## config.mk

```make
export PLATFORM = sky130hd
export DESIGN_NAME = alignment_column_profile_parsimony
export DESIGN_NICKNAME = d
export VERILOG_FILES = /design/src/sv/acp_pkg.sv /design/src/sv/acp_count.sv /design/src/sv/acp_score.sv /design/src/sv/alignment_column_profile_parsimony.sv
export SDC_FILE = /design/constraint.sdc
export NUM_CORES = 1
export LEC_CHECK = 0
export BUFFER_PORTS_ARGS = -buffer_cell sky130_fd_sc_hd__buf_2
export CAP_MARGIN = 20
export CORE_AREA = 8 8 161 163
export CTS_CLUSTER_SIZE = 14
export DETAILED_ROUTE_END_ITERATION = 8
export DIE_AREA = 0 0 169 171
export PLACE_DENSITY_LB_ADDON = 0.25
export SYNTH_ARGS = -nofsm -noshare
export SYNTH_HDL_FRONTEND = slang
export SYNTH_SLANG_ARGS = --single-unit
```

## constraint.sdc

```tcl
create_clock -name clk_i -period 21.2 [get_ports clk_i]
set_input_delay 1.06 -clock clk_i [delete_from_list [all_inputs] [get_ports clk_i]]
set_output_delay 1.06 -clock clk_i [all_outputs]
set_load 0.02 [all_outputs]
```

## src/sv/acp_pkg.sv

```systemverilog
// Shared types and constants for the alignment column profile block.
// No dependencies; used by acp_count, acp_score and the top level.
`default_nettype none

package acp_pkg;

  localparam int unsigned NumClasses     = 6;
  localparam int unsigned NonBlankCls    = 5;
  localparam int unsigned CntW           = 8;
  localparam int unsigned ClsW           = 3;
  localparam int unsigned DepthW         = 11;
  localparam int unsigned TotalW         = 24;
  localparam int unsigned MaxDepth       = 255;
  localparam int unsigned MinScoredDepth = 4;
  localparam int unsigned CntLimitInt    = (MaxDepth < 255) ? MaxDepth : 255;

  localparam logic [CntW-1:0]   CntLimit  = CntW'(CntLimitInt);
  localparam logic [CntW-1:0]   ByteLimit = 8'hFF;
  localparam logic [DepthW-1:0] MinScored = DepthW'(MinScoredDepth);

  typedef enum logic [2:0] {
    BaseA     = 3'd0,
    BaseC     = 3'd1,
    BaseG     = 3'd2,
    BaseT     = 3'd3,
    BaseGap   = 3'd4,
    BaseBlank = 3'd5,
    BaseN     = 3'd6,
    BaseIgn   = 3'd7
  } base_e;

  localparam logic [ClsW-1:0] ClsBlank = 3'd5;

  typedef logic [CntW-1:0] cnt_t;
  typedef cnt_t [NumClasses-1:0] cnt_arr_t;

  typedef struct packed {
    logic [ClsW-1:0]   majority;
    logic [CntW-1:0]   mismatch;
    logic [DepthW-1:0] saved_raw;
    logic              scored;
  } score_t;

  typedef struct packed {
    logic            hit;
    logic [ClsW-1:0] cls;
  } cls_sel_t;

  function automatic cls_sel_t class_of(input logic [2:0] code);
    cls_sel_t r;
    r.hit = 1'b1;
    r.cls = code;
    unique case (base_e'(code))
      BaseA, BaseC, BaseG, BaseT, BaseGap: r.cls = code;
      BaseBlank, BaseN:                    r.cls = ClsBlank;
      default: begin
        r.hit = 1'b0;
        r.cls = '0;
      end
    endcase
    return r;
  endfunction

endpackage

`default_nettype wire

```

## src/sv/acp_count.sv

```systemverilog
// Per-column class counters with saturating increment and column clear.
// Depends on acp_pkg.
`default_nettype none

module acp_count (
  input  wire logic              clk_i,
  input  wire logic              rst_ni,
  input  wire logic              go_i,
  input  wire logic [2:0]        base_code_i,
  input  wire logic              row_marked_i,
  input  wire logic              column_end_i,
  output acp_pkg::cnt_arr_t      counts_o
);

  acp_pkg::cnt_arr_t cnt_q, cnt_d, upd;
  acp_pkg::cls_sel_t sel;

  always_comb begin
    sel = acp_pkg::class_of(base_code_i);
    upd = cnt_q;
    if (row_marked_i && sel.hit && (cnt_q[sel.cls] != acp_pkg::CntLimit)) begin
      upd[sel.cls] = cnt_q[sel.cls] + 8'd1;
    end
    cnt_d = cnt_q;
    if (go_i) begin
      cnt_d = column_end_i ? '0 : upd;
    end
  end

  always_ff @(posedge clk_i or negedge rst_ni) begin
    if (!rst_ni) begin
      cnt_q <= '0;
    end else begin
      cnt_q <= cnt_d;
    end
  end

  assign counts_o = upd;

endmodule

`default_nettype wire

```

## src/sv/acp_score.sv

```systemverilog
// Column scoring: majority class, mismatch count and parsimony saved steps.
// Depends on acp_pkg.
`default_nettype none

module acp_score (
  input  wire acp_pkg::cnt_arr_t counts_i,
  output acp_pkg::score_t        score_o
);

  logic [acp_pkg::DepthW-1:0] depth, sum_terms, mism_w;
  logic [acp_pkg::CntW-1:0]   term, max_term;
  logic [acp_pkg::ClsW-1:0]   maj;

  always_comb begin
    depth     = '0;
    sum_terms = '0;
    max_term  = '0;
    maj       = '0;
    term      = '0;
    for (int k = 0; k < acp_pkg::NonBlankCls; k++) begin
      term      = (counts_i[k] != '0) ? counts_i[k] - 8'd1 : '0;
      depth     = depth + acp_pkg::DepthW'(counts_i[k]);
      sum_terms = sum_terms + acp_pkg::DepthW'(term);
      if (term > max_term) begin
        max_term = term;
      end
      if (counts_i[maj] < counts_i[k]) begin
        maj = acp_pkg::ClsW'(k);
      end
    end
    mism_w = depth - acp_pkg::DepthW'(counts_i[maj]);

    score_o.majority  = maj;
    score_o.mismatch  = (mism_w > acp_pkg::DepthW'(acp_pkg::ByteLimit)) ?
                        acp_pkg::ByteLimit : mism_w[acp_pkg::CntW-1:0];
    score_o.scored    = (depth >= acp_pkg::MinScored);
    score_o.saved_raw = score_o.scored ?
                        (sum_terms - acp_pkg::DepthW'(max_term)) : '0;
  end

endmodule

`default_nettype wire

```

## src/sv/alignment_column_profile_parsimony.sv

```systemverilog
// Top level: input register, counters, column scoring, run total, result register.
// Depends on acp_pkg, acp_count and acp_score.
//
//   channel | valid        | stall        | payload
//   --------+--------------+--------------+------------------------------------
//   in      | in_valid_i   | in_stall_o   | base_code, row_marked, column/region end
//   out     | out_valid_o  | out_stall_i  | six counts, majority, mismatch, steps
//
// One cell per cycle, unless a column end meets a stalled result.
// The rate is set by the counter update feeding the result register.
// Reset clears counters, run total and both valid flags.
// A stalled result holds; cells without column end keep flowing past it.
`default_nettype none

module alignment_column_profile_parsimony (
  input  wire logic        clk_i,
  input  wire logic        rst_ni,
  input  wire logic        in_valid_i,
  output logic             in_stall_o,
  input  wire logic [2:0]  base_code_i,
  input  wire logic        row_marked_i,
  input  wire logic        column_end_i,
  input  wire logic        region_end_i,
  output logic             out_valid_o,
  input  wire logic        out_stall_i,
  output logic [7:0]       count_adenine_o,
  output logic [7:0]       count_cytosine_o,
  output logic [7:0]       count_guanine_o,
  output logic [7:0]       count_thymine_o,
  output logic [7:0]       count_gap_o,
  output logic [7:0]       count_blank_o,
  output logic [2:0]       majority_class_o,
  output logic [7:0]       mismatch_count_o,
  output logic [7:0]       saved_steps_o,
  output logic             column_scored_o,
  output logic [23:0]      total_saved_steps_o,
  output logic             region_last_o
);

  logic        s1_valid_q, s1_valid_d;
  logic [2:0]  s1_code_q;
  logic        s1_marked_q, s1_col_q, s1_reg_q;
  logic        in_acc, s1_go, out_free, emit;

  logic [acp_pkg::TotalW-1:0] total_q, total_d, total_sat;
  logic [acp_pkg::TotalW:0]   total_sum;
  logic                       out_valid_q, out_valid_d;

  acp_pkg::cnt_arr_t counts;
  acp_pkg::score_t   score;

  acp_pkg::cnt_arr_t          r_cnt_q;
  acp_pkg::score_t            r_score_q;
  logic [acp_pkg::CntW-1:0]   r_saved_q;
  logic [acp_pkg::TotalW-1:0] r_total_q;
  logic                       r_last_q;

  assign out_free   = !out_valid_q || !out_stall_i;
  assign s1_go      = s1_valid_q && (!s1_col_q || out_free);
  assign in_stall_o = s1_valid_q && !s1_go;
  assign in_acc     = in_valid_i && !in_stall_o;
  assign emit       = s1_go && s1_col_q;

  acp_count u_count (
    .clk_i        (clk_i),
    .rst_ni       (rst_ni),
    .go_i         (s1_go),
    .base_code_i  (s1_code_q),
    .row_marked_i (s1_marked_q),
    .column_end_i (s1_col_q),
    .counts_o     (counts)
  );

  acp_score u_score (
    .counts_i (counts),
    .score_o  (score)
  );

  always_comb begin
    total_sum = {1'b0, total_q} + (acp_pkg::TotalW + 1)'(score.saved_raw);
    total_sat = total_sum[acp_pkg::TotalW] ? '1 : total_sum[acp_pkg::TotalW-1:0];
    total_d   = total_q;
    if (emit) begin
      total_d = s1_reg_q ? '0 : total_sat;
    end
    s1_valid_d = s1_valid_q;
    if (in_acc) begin
      s1_valid_d = 1'b1;
    end else if (s1_go) begin
      s1_valid_d = 1'b0;
    end
    out_valid_d = out_valid_q && out_stall_i;
    if (emit) begin
      out_valid_d = 1'b1;
    end
  end

  always_ff @(posedge clk_i or negedge rst_ni) begin
    if (!rst_ni) begin
      s1_valid_q  <= 1'b0;
      out_valid_q <= 1'b0;
      total_q     <= '0;
    end else begin
      s1_valid_q  <= s1_valid_d;
      out_valid_q <= out_valid_d;
      total_q     <= total_d;
    end
  end

  always_ff @(posedge clk_i) begin
    if (in_acc) begin
      s1_code_q   <= base_code_i;
      s1_marked_q <= row_marked_i;
      s1_col_q    <= column_end_i;
      s1_reg_q    <= region_end_i;
    end
    if (emit) begin
      r_cnt_q   <= counts;
      r_score_q <= score;
      r_saved_q <= (score.saved_raw > acp_pkg::DepthW'(acp_pkg::ByteLimit)) ?
                   acp_pkg::ByteLimit : score.saved_raw[acp_pkg::CntW-1:0];
      r_total_q <= total_sat;
      r_last_q  <= s1_reg_q;
    end
  end

  assign out_valid_o         = out_valid_q;
  assign count_adenine_o     = r_cnt_q[0];
  assign count_cytosine_o    = r_cnt_q[1];
  assign count_guanine_o     = r_cnt_q[2];
  assign count_thymine_o     = r_cnt_q[3];
  assign count_gap_o         = r_cnt_q[4];
  assign count_blank_o       = r_cnt_q[5];
  assign majority_class_o    = r_score_q.majority;
  assign mismatch_count_o    = r_score_q.mismatch;
  assign saved_steps_o       = r_saved_q;
  assign column_scored_o     = r_score_q.scored;
  assign total_saved_steps_o = r_total_q;
  assign region_last_o       = r_last_q;

endmodule

`default_nettype wire

```

==> run summary <==
For this run, the post-layout net count is 1797. From left edge to right edge, the die measures 169 um. Cell chosen for the clock root: sky130_fd_sc_hd__clkbuf_16. Count of yosys warnings during synthesis: 0. The pre-antenna-repair detailed-routing pass consisted of 6 iterations.

The type of the most critical hold path was input pin to asynchronous set/reset pin. Total global-route track usage: 0.299. TritonCTS built the clock tree. Synthesized-area fraction occupied by xor and xnor cells: 0.0455.

For the violation count after the first detailed-routing iteration, the log shows 1279. Initial antenna violation count: 1. The number of global-route vias before repair is 12022.

The routed layout has 12275 vias. STA classifies the critical path startpoint as a register. The share of the clock period used by the worst path was 0.839; the max-slew headroom at the worst pin was 0.237. By area, the combinational part of the netlist is dominated by compound AO/OA/AOI/OAI gates. Setup repair after global routing left no endpoint under its margin. The number of fill cells is 1912, and the post-route setup TNS is 0 ns. Once detailed placement completed, the half-perimeter wirelength came to 33400 um. For the cell area after technology mapping, the log shows 14200 um2.

The number of core rows came out at 56. The library cells used most frequently in the layout, excluding fill and tap cells, are sky130_fd_sc_hd__inv_1 (135), sky130_fd_sc_hd__nand2_1 (131), sky130_fd_sc_hd__ha_1 (126). For the worst setup path, the data required time is 21.39 ns. The cell count after synthesis came out at 1525. The floorplan step defined a core boundary enclosing 23300 um2. Clock latency on the worst-skew pair, taken at its later pin, is 0.45 ns. Worst clock skew on the final layout: 0.0172 ns. Fmax: 0.0562 GHz.

The number of distinct library cells after synthesis is 88, and the share of synthesized cell area in and, or, nand and nor gates is 0.143. The minimum setup slack in the final design was 3.42 ns; the mux cell area share after synthesis was 0.0362. The buffer and inverter count on the worst path came out at 7. The logs give 0.611 for the starting density of the core and 2 for the worst-case clock buffer depth. STA puts the critical path data arrival time at 17.97 ns. Number of gates resized after CTS: 0.

During I/O placement, the number of pins put on the boundary was 105. The number of buffer cells added on primary ports came out at 104. The cell family contributing the most delay on the critical path is compound AO/OA/AOI/OAI gates. The fraction of layout cells with a size suffix above 1 works out to 0.138. Entering global routing, the biggest net connects 75 pins. Setup violations remaining at the end of the flow were counted as 0. The endpoint kind of the worst setup timing path was a register.

The delay of the slowest cell on the worst path came out at 0.91 ns. The post-synthesis compound-gate area fraction was 0.207; the overflow left after global routing was 0. The run gives 0 as the post-CTS setup buffer count. The library cell used most frequently in the layout, excluding fill and tap cells, is sky130_fd_sc_hd__inv_1.

The die covers 28900 um2. The commonest register cell after synthesis is sky130_fd_sc_hd__edfxtp_1. The slew at the pin closest to its max-slew limit came out at 1.14 ns. From synthesis to final layout, the design area changed by 10.2%. Synthesized-area fraction occupied by adder cells: 0.173. The sequential area share after synthesis was 0.340; the routed via count divided by cell count was 6.29. The type of the worst setup path was register to register.

In this run, post-CTS hold repair placed 0 buffers. The final layout contains routed wiring with a total length of 42800 um. The run finished with clean final reports. For the global placement routability congestion, the log shows 1.03. The tools report the number of hold violations in the final report as 0.

The run gives 0 as the final max-slew violation count. In this run the remaining antenna-violating nets after routing total 0. The height of the chip was 171 um; the max-cap check violation count was 0.

The average detailed-routed wire length per instance was 21.9 um; the global-route wire length before repair was 66900 um. The post-synthesis average cell area is 9.32 um2, and the time the final worst path needs with I/O delays and setup is 17.78 ns. The logs give 173 for the number of sinks handled by clock tree synthesis and 17 for the number of buffers added by the clock tree synthesis step. The number of antenna cells inserted is 0, and the clock slew at the register clock pins of the worst setup and hold paths is 0.08 ns. The share of synthesized registers carrying an async set or reset is 0.428, and the number of H-tree levels is 4.

The cell with the biggest individual delay on the critical path was sky130_fd_sc_hd__edfxtp_1. At the placement stage, the worst setup path has a slack of 3.71 ns. The maximum fanout along the worst path works out to 24. Synthesized net count: 1704.

Number of synthesized flops with an enable pin: 99. For this run, design rule violations remaining after detail routing come to 0. The number of storage elements in the synthesis netlist was 173.
[stage by stage]
stage / hold WS (ns) / area, um2 / instances / util
2_1_floorplan: 0.449 / 14200 / 1525 / -
3_3_place_gp: 0.487 / 15000 / 1915 / 0.645
3_5_place_dp: 0.499 / 15000 / 1916 / 0.646
4_1_cts: 0.516 / 15600 / 1948 / 0.671
5_1_grt: 0.418 / 15600 / 1950 / 0.673
6_report: 0.427 / 15600 / 1950 / 0.673
[final cells by class]
type / count / area, um2 / share of cell area
clock inverters: 15 / 164 / 0.0105
clock buffers: 17 / 425 / 0.0272
repair buffers: 126 / 726 / 0.0464
flip-flops and latches: 173 / 4820 / 0.308
multi-input cells: 1159 / 8580 / 0.548
inverters: 141 / 532 / 0.0340
well taps: 319 / 399 / 0.0255
[sequential cells by signal, indices dropped and copies added (netlist names), 3 cells and up]
name / cells
count_adenine_o: 8
count_blank_o: 8
count_cytosine_o: 8
count_gap_o: 8
count_guanine_o: 8
count_thymine_o: 8
majority_class_o: 3
mismatch_count_o: 8
s1_code_q: 3
saved_steps_o: 8
total_q: 24
total_saved_steps_o: 24
u_count.cnt_q: 48
[layer usage]
metal,up-vias,global-route usage,part of all wire
li1,5664,-,-
met1,5841,0.388,0.42
met2,662,0.472,0.44
met3,106,0.0848,0.11
met4,2,0.106,0.032
met5,-,0,0.00030
[final timing paths]
kind	from	endpoint	slack [ns]	cells past startpoint
min in group clk_i	u_count.cnt_q[41]	u_count.cnt_q[41]	0.52	2
max	s1_code_q[1]	total_saved_steps_o[22]	3.42	71
min	rst_ni	s1_valid_q	0.43	1
max reg2reg	s1_code_q[1]	total_saved_steps_o[22]	3.42	71
max in group asynchronous	rst_ni	total_q[12]	20.17	2
min reg2reg	u_count.cnt_q[41]	u_count.cnt_q[41]	0.52	2
[cell families after synthesis]
family / Yosys count
fa+ha+maj: 171
compound gates: 442
simple gates: 424
flops: 173
xor+xnor: 73
mux: 49
buf+inv: 193
[cells in the mapped netlist (18+ instances only)]
master / n / area, um2
sky130_fd_sc_hd__nand2b_1: 19 / 119
sky130_fd_sc_hd__o21bai_1: 22 / 165
sky130_fd_sc_hd__nor2_1: 109 / 409
sky130_fd_sc_hd__a21oi_1: 105 / 526
sky130_fd_sc_hd__o21ai_0: 96 / 480
sky130_fd_sc_hd__a21o_1: 27 / 203
sky130_fd_sc_hd__edfxtp_1: 99 / 2970
sky130_fd_sc_hd__nand2_1: 131 / 492
sky130_fd_sc_hd__dfrtp_1: 74 / 1850
sky130_fd_sc_hd__nor2b_1: 18 / 113
sky130_fd_sc_hd__mux2i_1: 32 / 320
sky130_fd_sc_hd__nand3_1: 35 / 175
sky130_fd_sc_hd__clkbuf_1: 29 / 109
sky130_fd_sc_hd__nor3_1: 23 / 115
sky130_fd_sc_hd__fa_1: 43 / 861
sky130_fd_sc_hd__ha_1: 126 / 1580
sky130_fd_sc_hd__a31oi_1: 28 / 175
sky130_fd_sc_hd__inv_1: 135 / 507
sky130_fd_sc_hd__xnor2_1: 62 / 543
[worst register-to-register path: cells and delay by family (launching register included)]
kind	cells	cell delay (ns)
compound gates	36	7.27
buf+inv	7	0.99
mux	4	1.52
simple gates	11	2.48
flops	1	0.91
fa+ha+maj	12	4.13
xor+xnor	1	0.22
Power is left out: the tool's default activity adds up to more than one toggle a clock period on the data nets, which glitch-free logic cannot reach.
